### config.mk
export PLATFORM = sky130hd
export DESIGN_NAME = event_log_record_chain_check
export DESIGN_NICKNAME = d
export VERILOG_FILES = /design/src/hw/rtl/elrc_pkg.sv /design/src/hw/rtl/event_log_record_chain_check.sv /design/src/hw/rtl/elrc_step.sv
export SDC_FILE = /design/constraint.sdc
export NUM_CORES = 1
export LEC_CHECK = 0
export ABC_AREA = 1
export BUFFER_PORTS_ARGS = -buffer_cell sky130_fd_sc_hd__buf_2
export CORE_UTILIZATION = 68
export DETAILED_ROUTE_END_ITERATION = 7
export MAX_ROUTING_LAYER = met4
export PLACE_DENSITY = 0.87
export REMOVE_ABC_BUFFERS = 1
export SLEW_MARGIN = 15
export SYNTH_ARGS = -nofsm -noshare
export SYNTH_HDL_FRONTEND = slang
export SYNTH_SLANG_ARGS = --single-unit
### constraint.sdc
create_clock -name clock -period 8.7 [get_ports clock]
set_input_delay 1.74 -clock clock [delete_from_list [all_inputs] [get_ports clock]]
set_output_delay 1.74 -clock clock [all_outputs]
set_load 0.01 [all_outputs]
### src/hw/rtl/elrc_pkg.sv
// Types and constants shared by the event log record chain checker.
package elrc_pkg;

   localparam int unsigned ACC_LEN_W  = 40;
   localparam int unsigned WIDE_W     = 64;
   localparam int unsigned HDR_BYTES  = 7;

   localparam logic [2:0]  HDR_LAST   = 3'd7;
   localparam logic [31:0] FIRST_LEN  = 32'h0000_0030;
   localparam logic [31:0] MIN_LEN    = 32'd8;
   localparam logic [31:0] MAGIC_LFLE = 32'h654C_664C;
   localparam logic [31:0] MAGIC_11   = 32'h1111_1111;
   localparam logic [31:0] MAGIC_22   = 32'h2222_2222;
   localparam logic [31:0] MAGIC_33   = 32'h3333_3333;
   localparam logic [31:0] MAGIC_44   = 32'h4444_4444;

   typedef enum logic [1:0] {
      ST_OK      = 2'd0,
      ST_ACCEPT  = 2'd1,
      ST_STOP    = 2'd2,
      ST_NOT_EVT = 2'd3
   } status_type;

   typedef struct packed {
      logic [HDR_BYTES-1:0][7:0] capture;
      logic [2:0]                hdr_idx;
      status_type                chain;
      logic                      first_done;
   } ctl_type;

   function automatic logic magic_ok(input logic [31:0] m);
      magic_ok = (m == MAGIC_LFLE) || (m == MAGIC_11) || (m == MAGIC_22) ||
                 (m == MAGIC_33) || (m == MAGIC_44);
   endfunction

endpackage

### src/hw/rtl/event_log_record_chain_check.sv
// Top level of the event log record chain checker.
//
// Usage: bytes of a candidate event log file enter on the req_ channel, one
// item per byte, in file order. req_start_of_file marks the first byte of a
// new candidate and clears all chain state before that byte is taken.
// Every byte gives exactly one item on the rsp_ channel: rsp_status
// (0 consistent, 1 header accepted on this byte, 2 chain stopped, 3 not an
// event log) and rsp_accepted_length, the offset just past the last
// accepted record.
// Pipeline: an accepted item is registered in the input register, evaluated
// and then registered in the result register, which drives rsp_valid.
// Throughput is one byte per cycle while the result register is not stalled,
// set by the combinational position compare and offset add between the two registers.
// Reset: valids drop and the chain state is that of a fresh candidate, so
// a start mark on the first byte is optional.
// Stall: rsp_stall holds the result register; an empty input register still
// takes one more item, then req_stall rises until the result is taken.
module event_log_record_chain_check #(
   parameter int unsigned OFFSET_BITS = 40
) (
   input  logic        clock,
   input  logic        reset,
   input  logic        req_valid,
   output logic        req_stall,
   input  logic [7:0]  req_data_byte,
   input  logic        req_start_of_file,
   output logic        rsp_valid,
   input  logic        rsp_stall,
   output logic [1:0]  rsp_status,
   output logic [elrc_pkg::ACC_LEN_W-1:0] rsp_accepted_length
);

   logic                   in_valid_ff;
   logic [7:0]             in_byte_ff;
   logic                   in_sof_ff;
   logic                   out_valid_ff;
   elrc_pkg::status_type   out_status_ff;
   logic [elrc_pkg::ACC_LEN_W-1:0] out_len_ff;
   logic [OFFSET_BITS-1:0] pos_ff;
   logic [OFFSET_BITS-1:0] next_ff;
   elrc_pkg::ctl_type      ctl_ff;

   logic [OFFSET_BITS-1:0] pos_in;
   logic [OFFSET_BITS-1:0] next_in;
   elrc_pkg::ctl_type      ctl_in;
   elrc_pkg::status_type   status_in;
   logic [elrc_pkg::WIDE_W-1:0] next_wide;
   logic                   advance;

   elrc_step #(
      .OFFSET_BITS (OFFSET_BITS)
   ) u_step (
      .pos_ff        (pos_ff),
      .next_ff       (next_ff),
      .ctl_ff        (ctl_ff),
      .data_byte     (in_byte_ff),
      .start_of_file (in_sof_ff),
      .pos_in        (pos_in),
      .next_in       (next_in),
      .ctl_in        (ctl_in),
      .status        (status_in)
   );

   assign advance   = in_valid_ff && (!out_valid_ff || !rsp_stall);
   assign req_stall = in_valid_ff && !advance;
   assign next_wide = elrc_pkg::WIDE_W'(next_in);

   always_ff @(posedge clock) begin
      if (reset) begin
         in_valid_ff <= 1'b0;
      end else if (!req_stall) begin
         in_valid_ff <= req_valid;
      end
   end

   always_ff @(posedge clock) begin
      if (req_valid && !req_stall) begin
         in_byte_ff <= req_data_byte;
         in_sof_ff  <= req_start_of_file;
      end
   end

   always_ff @(posedge clock) begin
      if (reset) begin
         out_valid_ff <= 1'b0;
      end else if (advance) begin
         out_valid_ff <= 1'b1;
      end else if (!rsp_stall) begin
         out_valid_ff <= 1'b0;
      end
   end

   always_ff @(posedge clock) begin
      if (advance) begin
         out_status_ff <= status_in;
         out_len_ff    <= next_wide[elrc_pkg::ACC_LEN_W-1:0];
      end
   end

   always_ff @(posedge clock) begin
      if (reset) begin
         pos_ff            <= '0;
         next_ff           <= '0;
         ctl_ff.capture    <= '0;
         ctl_ff.hdr_idx    <= '0;
         ctl_ff.chain      <= elrc_pkg::ST_OK;
         ctl_ff.first_done <= 1'b0;
      end else if (advance) begin
         pos_ff  <= pos_in;
         next_ff <= next_in;
         ctl_ff  <= ctl_in;
      end
   end

   assign rsp_valid           = out_valid_ff;
   assign rsp_status          = out_status_ff;
   assign rsp_accepted_length = out_len_ff;

endmodule

### src/hw/rtl/elrc_step.sv
// Next-state and status logic for one byte of the record chain check.
module elrc_step #(
   parameter int unsigned OFFSET_BITS = 40
) (
   input  logic [OFFSET_BITS-1:0] pos_ff,
   input  logic [OFFSET_BITS-1:0] next_ff,
   input  elrc_pkg::ctl_type      ctl_ff,
   input  logic [7:0]             data_byte,
   input  logic                   start_of_file,
   output logic [OFFSET_BITS-1:0] pos_in,
   output logic [OFFSET_BITS-1:0] next_in,
   output elrc_pkg::ctl_type      ctl_in,
   output elrc_pkg::status_type   status
);

   logic [OFFSET_BITS-1:0] pos;
   logic [OFFSET_BITS-1:0] nxt;
   elrc_pkg::ctl_type      ctl;
   logic [31:0]            len;
   logic [31:0]            magic;
   logic [31:0]            addend;
   logic [OFFSET_BITS:0]   sum;
   logic                   pos_max;

   always_comb begin
      pos = start_of_file ? '0 : pos_ff;
      nxt = start_of_file ? '0 : next_ff;
      if (start_of_file) begin
         ctl            = ctl_ff;
         ctl.hdr_idx    = '0;
         ctl.chain      = elrc_pkg::ST_OK;
         ctl.first_done = 1'b0;
      end else begin
         ctl = ctl_ff;
      end

      len     = {ctl.capture[3], ctl.capture[2], ctl.capture[1], ctl.capture[0]};
      magic   = {data_byte, ctl.capture[6], ctl.capture[5], ctl.capture[4]};
      addend  = ctl.first_done ? len : elrc_pkg::FIRST_LEN;
      sum     = {1'b0, nxt} + (OFFSET_BITS+1)'(addend);
      pos_max = &pos;

      pos_in  = pos;
      next_in = nxt;
      ctl_in  = ctl;
      status  = ctl.chain;

      if (ctl.chain == elrc_pkg::ST_OK) begin
         status = elrc_pkg::ST_OK;
         if (ctl.hdr_idx != '0 || pos == nxt) begin
            if (ctl.hdr_idx == elrc_pkg::HDR_LAST) begin
               ctl_in.hdr_idx = '0;
               if (!ctl.first_done) begin
                  if (len != elrc_pkg::FIRST_LEN || magic != elrc_pkg::MAGIC_LFLE) begin
                     ctl_in.chain = elrc_pkg::ST_NOT_EVT;
                     status       = elrc_pkg::ST_NOT_EVT;
                  end else begin
                     next_in           = sum[OFFSET_BITS-1:0];
                     ctl_in.first_done = 1'b1;
                     status            = elrc_pkg::ST_ACCEPT;
                  end
               end else if (!elrc_pkg::magic_ok(magic) || len < elrc_pkg::MIN_LEN ||
                            sum[OFFSET_BITS]) begin
                  ctl_in.chain = elrc_pkg::ST_STOP;
                  status       = elrc_pkg::ST_STOP;
               end else begin
                  next_in = sum[OFFSET_BITS-1:0];
                  status  = elrc_pkg::ST_ACCEPT;
               end
            end else begin
               ctl_in.capture[ctl.hdr_idx] = data_byte;
               ctl_in.hdr_idx              = ctl.hdr_idx + 3'd1;
            end
         end
         if (pos_max && ctl_in.chain == elrc_pkg::ST_OK) begin
            ctl_in.chain = elrc_pkg::ST_STOP;
         end
      end

      if (!pos_max) begin
         pos_in = pos + OFFSET_BITS'(1);
      end
   end

endmodule

# Word level (Yosys, flattened, before mapping)
# Cells that the tools add are included.
# word_totals
ff_bits	195
latchBits	0
ramBits	0
romBits	0
input_bits	13
out_inout_bits	44
elab_cells	91
memories	0
# op_classes
add_sub_neg	3
multipliers	0
div	0
order_cmp	3
eq_ne	10
shifts	0
mux	34
bitwise_logic	0
n_reduce_logical	23
# ops
op	n
$mux W40	9
$mux W62	3
$eq A32 B30 Y1 const B	2
$eq A32 B31 Y1 const B	2
$bwmux W56	1
$mux W56	1
$add A40 B32 Y41	1
$add A40 B1 Y40 const B	1
$eq A40 B40 Y1	1
$reduce_and A40 Y1	1
$eq A32 B29 Y1 const B	1
$lt A32 B4 Y1 const B	1
$mux W32	1
$ne A32 B31 Y1 const B	1
$ne A32 B6 Y1 const B	1
$demux W8 S3	1
$mux W2	10
$logic_or A1 B1 Y1	9
$mux W8	1
$mux W3	2
$mux W6	1
$logic_and A1 B1 Y1	5
$logic_not A1 Y1	5
$logic_not A2 Y1	2
other kinds (7)	10

# Logic depth before layout (Yosys ltp)
# Gate-level depths: netlist (run 1).
# logic_depth
ltp_word	17
depth_mapped	30

# Hierarchy
# Synthesis (run 1) repeated with hierarchy kept, for this count alone.
# unflattened
hier_cells	2522
area_unflattened_um2	15031.9
# modules_own_cells
module	instances	cells_per_inst	area_per_inst_um2
event_log_record_chain_check	1	994	7890.1
elrc_step	1	1528	7141.8

# Worst setup path before layout (run 1)
# Ideal clock, no wire load.
# synth_timing
kind	input -> register
start	in rsp_stall
end	reg out_len_ff (netlist bit rsp_accepted_length[0]), enable pin
setup_ns	0.423
t_arrival_ns	3.701
slack_ns	4.576
cell_stages	5
n_path_buf	2
path_cell_list	nand2_1 > inv_1 > nor2_1 > clkbuf_1 > clkbuf_1
# synth_between
elab_chain_len	3
# synth_rtl
element	line_no	source
start: declaration	event_log_record_chain_check.sv:28	input logic rsp_stall,
$logic_not A1 Y1	--	
$logic_or A1 B1 Y1	event_log_record_chain_check.sv:64	assign advance = in_valid_ff && (!out_valid_ff || !rsp_stall);
$logic_and A1 B1 Y1	event_log_record_chain_check.sv:64	
net advance	event_log_record_chain_check.sv:48	logic advance;
end signal: assignment	event_log_record_chain_check.sv:96	out_len_ff <= next_wide[elrc_pkg::ACC_LEN_W-1:0];
end: declaration	event_log_record_chain_check.sv:38	logic [elrc_pkg::ACC_LEN_W-1:0] out_len_ff;
# The timed path passes the listed nets, and every way through them passes these cells.
# A chain may end at the register's enable or synchronous reset.

# Final worst setup path (run 1)
# layout_timing
start	reg in_sof_ff
end	reg out_len_ff (netlist bit rsp_accepted_length[14]), data pin
# layout_between
elab_chain_len	9
word_cells_on_any_way	17
classes_between	1 x add/sub; 2 x eq/ne; 10 x mux; 4 x reduce/logical
# layout_rtl
element	line_no	source
start: declaration	event_log_record_chain_check.sv:35	logic in_sof_ff;
start signal: assignment	event_log_record_chain_check.sv:79	in_sof_ff <= req_start_of_file;
$mux W6	elrc_step.sv:28	if (start_of_file) begin
$mux W32	elrc_step.sv:39	addend = ctl.first_done ? len : elrc_pkg::FIRST_LEN;
$add A40 B32 Y41	elrc_step.sv:40	sum = {1'b0, nxt} + (OFFSET_BITS+1)'(addend);
$logic_or A1 B1 Y1	elrc_step.sv:62	end else if (!elrc_pkg::magic_ok(magic) || len < elrc_pkg::MIN_LEN ||
$mux W40	elrc_step.sv:62	
$mux W40	elrc_step.sv:53	if (!ctl.first_done) begin
$mux W40	elrc_step.sv:51	if (ctl.hdr_idx == elrc_pkg::HDR_LAST) begin
$mux W40	elrc_step.sv:50	if (ctl.hdr_idx != '0 || pos == nxt) begin
$mux W40 (*)	elrc_step.sv:48	if (ctl.chain == elrc_pkg::ST_OK) begin
net next_in[14]	event_log_record_chain_check.sv:44	logic [OFFSET_BITS-1:0] next_in;
# Mark *: on every way through the listed nets, which the timed path passes. The rest lies on a longest branch.

==> results of run 1 <==
cell usage after synthesis (17+ instances only):
cell	n	area, µm²
a21oi_1	164	821
clkbuf_1	54	203
dfxtp_1	144	2880
edfxtp_1	51	1530
ha_1	36	450
inv_1	313	1170
nand2_1	659	2470
nand3_1	136	681
nand4_1	26	163
nor2_1	309	1160
nor3_1	38	190
nor4_1	17	106
o21ai_0	160	801
xnor2_1	20	175
xor2_1	41	359
per-stage QoR:
| stage | setup slack, ns | util (%) |
|---|---|---|
| after CTS | 3.74 | 74.7 |
| after detailed placement | 3.75 | 71.8 |
| final | 3.52 | 74.8 |
| after global placement | 3.97 | 71.8 |
| after floorplan | -0.914 | - |
| after global routing | 3.18 | 74.8 |
sequential cells by signal, indices dropped and copies added, names as in the netlist, 2 cells and up:
register	cells
pos_ff	40
in_byte_ff	8
ctl_ff	62
rsp_status	2
next_ff	40
rsp_accepted_length	40
how the worst max path moves through the flow:
stage | startpoint | endpoint | cells past startpoint
2_1_floorplan | rsp_stall | ctl_ff[10]$_SDFFE_PP0P_ | 9
3_3_place_gp | rsp_stall | ctl_ff[6]$_SDFFE_PP0P_ | 10
3_5_place_dp | rsp_stall | ctl_ff[13]$_SDFFE_PP0P_ | 9
4_1_cts | in_sof_ff$_DFFE_PP_ | rsp_accepted_length[15]$_DFFE_PP_ | 22
5_1_grt | in_sof_ff$_DFFE_PP_ | rsp_accepted_length[14]$_DFFE_PP_ | 22
6_report | in_sof_ff$_DFFE_PP_ | rsp_accepted_length[14]$_DFFE_PP_ | 22
power by group through the flow:
stage          combinational [mW]  clock (mW)  sequential (mW)
2_1_floorplan               0.125           0             1.00
3_3_place_gp                0.205           0            0.996
3_5_place_dp                0.211           0            0.997
4_1_cts                     0.212       0.809            0.976
5_1_grt                     0.239       0.839            0.979
6_report                    0.223       0.815            0.977
critical path: stages, from the launching register on:
cell      delay [ns]
edfxtp_1        0.37
inv_2           0.26
nand2_1         0.14
buf_4           0.35
clkinv_1        0.55
nand2_1         0.19
ha_1            0.29
nand2_1         0.10
nand2_1         0.07
a21oi_1         0.12
nand2_1         0.11
nand2_1         0.07
nand2_1         0.13
nand2_1         0.10
nand2_1         0.09
nand2_1         0.09
inv_1           0.04
nor2_1          0.22
nand2_1         0.32
nand2_1         0.28
nand2_2         0.45
o21ai_0         0.48
inv_1           0.07
cell families after synthesis:
group                      count (synthesis)
and+or+nand+nor                         1212
buffers and inverters                    395
AOI/OAI and AO/OA                        353
DFF                                      195
xor gates and xnor gates                  61
adders and majority gates                 37
layout make-up:
type,instances,area (µm²),share of cell area (%)
antenna,2,5.00,0.0340
clock buffer,18,450,3.06
clock inverter,14,135,0.919
inverter,319,1200,8.15
multi-input combinational,1663,7840,53.3
sequential,195,4410,30.0
tap,265,332,2.25
timing repair buffer,63,333,2.26
metal layers:
metal,global-route usage [%],vias up
met3,16.7,342
met2,73.7,1124
met4,33.6,0
met1,56.0,6890
li1,-,7177
met5,-,-
==> run_results.csv, run 1 <==
group,metric,value,unit
clock_tree,cts_tree,"done",
route,vias,15533,
sta,tns,0,ns
sta,rsz0062_at_grt,"no",
synth,ys.flop_type,"dfxtp_1",
power_and_ir_drop,ir_drop,0.129,mV
global_routing,grt_overflow,0,
synth,synth_xor_xnor_area_share,3.88,%
floorplan,die_y,144,µm
hold_path,hold_start,"pos_ff[17]$_SDFFE_PP0P_",
route,avgViaCountPerCell,6.12,
route,wl_met1,17300,µm
floorplan,dieWidth,144,µm
hold_path,whs_path_depth,2,
clock_tree,numCtsBuffers,17,
sta,min_period,5.18,ns
power_and_ir_drop,p_seq_share,48.5,%
power_and_ir_drop,swShare,30.0,%
floorplan,dieArea,20800,µm²
route,wire_per_inst,19.1,µm
critical_path,r2r_end,"rsp_accepted_length[14]$_DFFE_PP_",
clock_tree,cts.path.max_buffers,2,
global_routing,first_global_vias,14157,
place,gp_congestion,1.07,
synth,synth-edff-count,51,
route,topRoutingLayerUsed,"met4",
route,drtIter0Drc,2420,
critical_path,arrival,5.38,ns
route,drt_wl_total,48500,µm
power_and_ir_drop,power.switching,604,µW
cells_and_area,final_area,14700,µm²
outcome,outcome,"complete, no violations",
sta,fin_crit_sh,59.5,%
cells_and_area,layout.cells.non_filler,2539,
clock_tree,clk_pin_slew,0.08,ns
critical_path,path_max_fanout,39,
sta,worst_pin_slew,1.17,ns
power_and_ir_drop,p_clk_share,40.5,%
floorplan,initial_core_util,70.1,%
cells_and_area,mostFrequentLayoutCells,"nand2_1, inv_1, nor2_1, a21oi_1, o21ai_0",
sta,clock.fmax,193,MHz
place,place_area,14100,µm²
critical_path,regToRegSetupSlack,3.52,ns
synth,ys_ff_latch,195,
power_and_ir_drop,p_int,1.41,mW
global_routing,antenna_found_initial,2,
global_routing,grt_use_total,49.4,%
floorplan,coreArea,19700,µm²
synth,synth_area,13800,µm²
sta,hold_violations,0,
synth,yosys.area_share.simple,36.2,%
critical_path,reg2reg_depth,22,
cells_and_area,nFillCells,1749,
synth,seq_area_frac_synth,32.1,%
clock_tree,htree_levels,4,
sta,hold_ws,0.471,ns
cells_and_area,area_growth,6.81,%
synth,synth_compound_area_share,13.3,%
route,wl_met3,6130,µm
global_routing,grt_max_degree,83,
power_and_ir_drop,finalPower,2.02,mW
clock_tree,cts-resized-gates,0,
critical_path,critPathRequiredTime,8.90,ns
synth,synth_mux_area_share,0,%
critical_path,start_kind,"register",
synth,avgSynthCellArea,6.11,µm²
clock_tree,clockRootBuffer,"clkbuf_16",
critical_path,end_kind,"register",
power_and_ir_drop,p_comb_share,11.1,%
clock_tree,holdBufCountCts,0,
sta,maxSlewViolCount,0,
place,dp_hpwl,35200,µm
synth,synth.distinct_cells,46,
route,antenna_left,0,
sta,slew-limit-headroom,21.8,%
route,met2_length,21200,µm
route,drc,0,
clock_tree,clock_latency,0.46,ns
clock_tree,cts_setup_buffers,0,
synth,synthArstFlopShare,0,%
synth,yosys_warnings,0,
floorplan,io_pins,57,
critical_path,r2r-start,"in_sof_ff$_DFFE_PP_",
synth,synthCells,2253,
hold_path,hp-class,"register to register",
synth,synthAdderAreaFrac,3.42,%
clock_tree,cts.sinks,195,
critical_path,crit_type,"register to register",
sta,fin_worst_skew,0.0122,ns
job,maxCapViolCount,0,
cells_and_area,final_common_cell,"nand2_1",
sta,setup_violations,0,
synth,synth_top_family_by_area,"simple AND/OR/NAND/NOR gates",
route,firstDrtPassIters,7,
cells_and_area,drive_gt1_share,5.46,%
place,dp.cells,2504,
cells_and_area,fin_nets,2309,
power_and_ir_drop,power.density,137,nW/µm²
place,port_buffers,56,
floorplan,rows,51,
global_routing,grt_pass1_wl,74700,µm
power_and_ir_drop,p_leak,6.67,nW
hold_path,whs_endpoint,"pos_ff[17]$_SDFFE_PP0P_",
(Power assumes the default switching activity.)
==> run 2, diff against run 1 <==
CORE_UTILIZATION = 63   (was 68)
PLACE_DENSITY = 0.81   (was 0.87)
clock period = 4.9 ns   (was 8.7 ns; I/O delays follow)
==> run 2 against run 1 <==
  * Critical path depth decreased by 3
  * Count of clock-buffer cells in the layout did not move
  * Sequential power rose by 78%
  * Die area rose by 7.8%
  * Highest routed layer unchanged
==> run_results.csv, run 2 (same netlist as run 1, synthesis figures left out) <==
group,metric,value,unit
critical_path,r2r-start,"in_sof_ff$_DFFE_PP_",
critical_path,regToRegSetupSlack,0.38,ns
cells_and_area,final_common_cell,"nand2_1",
cells_and_area,final_util,69.7,%
critical_path,reg2reg_depth,19,
sta,rsz0062_at_grt,"no",
global_routing,grt_use_total,44.8,%
route,wire_per_inst,18.9,µm
global_routing,grt_max_degree,87,
power_and_ir_drop,p_leak,6.73,nW
cells_and_area,nFillCells,1927,
route,drtIter0Drc,1762,
clock_tree,htree_levels,4,
floorplan,rows,53,
power_and_ir_drop,ir_drop,0.251,mV
critical_path,startpoint,"in_sof_ff$_DFFE_PP_",
clock_tree,cts.path.max_buffers,2,
hold_path,hp-class,"register to register",
global_routing,antenna_found_initial,0,
cells_and_area,multi_input_area,7830,µm²
floorplan,die_y,150,µm
job,maxCapViolCount,0,
sta,slew-limit-headroom,43.2,%
cells_and_area,fin_nets,2317,
sta,min_period,4.52,ns
cells_and_area,diodes,0,
critical_path,worstSetupEndpoint,"rsp_accepted_length[13]$_DFFE_PP_",
sta,layout_setup_ws,0.379,ns
global_routing,grt_pass1_wl,75000,µm
outcome,outcome,"complete, no violations",
critical_path,critPathRequiredTime,5.10,ns
floorplan,dieArea,22500,µm²
floorplan,io_pins,57,
power_and_ir_drop,power.density,244,nW/µm²
place,gp_congestion,1.07,
route,vias,15376,
cells_and_area,mostFrequentLayoutCells,"nand2_1, inv_1, nor2_1, a21oi_1, o21ai_0",
cells_and_area,drive_gt1_share,5.70,%
clock_tree,clock_latency,0.46,ns
sta,worst_pin_slew,0.844,ns
critical_path,arrival,4.72,ns
cells_and_area,layout.cells.non_filler,2555,
sta,setup_violations,0,
route,avgViaCountPerCell,6.02,
floorplan,initial_core_util,64.9,%
floorplan,coreArea,21200,µm²
clock_tree,clk_pin_slew,0.08,ns
route,antenna_left,0,
place,port_buffers,56,
clock_tree,numCtsBuffers,17,
cells_and_area,area.sequential,4410,µm²
floorplan,dieWidth,150,µm
sta,fin_worst_skew,0.0132,ns
route,drc,0,
critical_path,r2r_end,"rsp_accepted_length[13]$_DFFE_PP_",
critical_path,end_kind,"register",
cells_and_area,final_area,14800,µm²
critical_path,path_max_fanout,71,
cells_and_area,largest_reg_flops,62,
clock_tree,clockRootBuffer,"clkbuf_16",
place,place_area,14200,µm²
route,drt_wl_total,48300,µm
global_routing,grt_overflow,0,
route,firstDrtPassIters,7,
global_routing,first_global_vias,14063,
cells_and_area,top_register,"ctl_ff",
place,dp_hpwl,36000,µm
place,post-place-ws,0.341,ns
sta,hold_violations,0,
clock_tree,cts.sinks,195,
place,dp.cells,2523,
clock_tree,cts_tree,"done",
sta,maxSlewViolCount,0,
cells_and_area,area_growth,7.45,%
sta,clock.fmax,221,MHz
critical_path,crit_type,"register to register",
critical_path,start_kind,"register",
sta,fin_crit_sh,92.3,%
[run 2: layout make-up]
cell class / count / area share (%)
Tap cell: 275 / 2.33
Inverter: 319 / 8.10
Sequential cell: 195 / 29.8
Multi-Input combinational cell: 1663 / 52.9
Clock inverter: 14 / 0.939
Clock buffer: 18 / 3.04
Timing Repair Buffer: 71 / 2.82
[run 2: routing by layer]
layer	part of all wire, %	GRT usage, %
met1	36	51.7
met5	0	-
met4	6.9	26.3
met2	47	73.4
met3	10	7.56
[run 2: how the worst min path moves through the flow]
| stage | start | end | slack (ns) | cells past startpoint |
|---|---|---|---|---|
| 4_1_cts | pos_ff[12]$_SDFFE_PP0P_ | pos_ff[12]$_SDFFE_PP0P_ | 0.47 | 2 |
| 5_1_grt | pos_ff[22]$_SDFFE_PP0P_ | pos_ff[22]$_SDFFE_PP0P_ | 0.49 | 2 |
| 6_report | pos_ff[39]$_SDFFE_PP0P_ | pos_ff[39]$_SDFFE_PP0P_ | 0.47 | 2 |
| 3_5_place_dp | pos_ff[25]$_SDFFE_PP0P_ | pos_ff[25]$_SDFFE_PP0P_ | 0.46 | 2 |
| 2_1_floorplan | pos_ff[12]$_SDFFE_PP0P_ | pos_ff[12]$_SDFFE_PP0P_ | 0.44 | 2 |
| 3_3_place_gp | pos_ff[22]$_SDFFE_PP0P_ | pos_ff[22]$_SDFFE_PP0P_ | 0.45 | 2 |
[run 2: power breakdown]
group	leakage, nW	internal (mW)	total, mW	switching, mW
clock network	0.296	0.711	1.47	0.758
logic	4.77	0.101	0.402	0.300
registers	1.67	1.70	1.74	0.0325
[run 2: per-stage QoR]
step                      hold slack [ns]  power, mW  setup TNS [ns]
after CTS                           0.471       3.58               0
final                               0.468       3.61               0
after detailed placement            0.456       2.16               0
after floorplan                     0.439       2.00         -505.49
after global placement              0.451       2.15               0
after global routing                0.492       3.69               0
[run 2: critical path: stages, from the launching register on]
cell	delay [ns]
edfxtp_1	0.45
buf_12	0.25
nor2_1	0.58
ha_1	0.40
nand2_1	0.14
inv_1	0.05
a21oi_1	0.13
nand2_1	0.13
nand2_1	0.08
nand2_1	0.12
nand2_1	0.09
nand2_1	0.10
nand2_1	0.10
inv_1	0.04
nor2_1	0.22
nand2_1	0.31
nand2_1	0.30
nand2_4	0.27
o21ai_0	0.35
inv_1	0.08
[run 2: timing repair]
action | CTS | global route
setup buffers | 0 | 0
gates resized for setup | 0 | 1
setup endpoints to repair | 0 | 43
hold buffers | 0 | 0
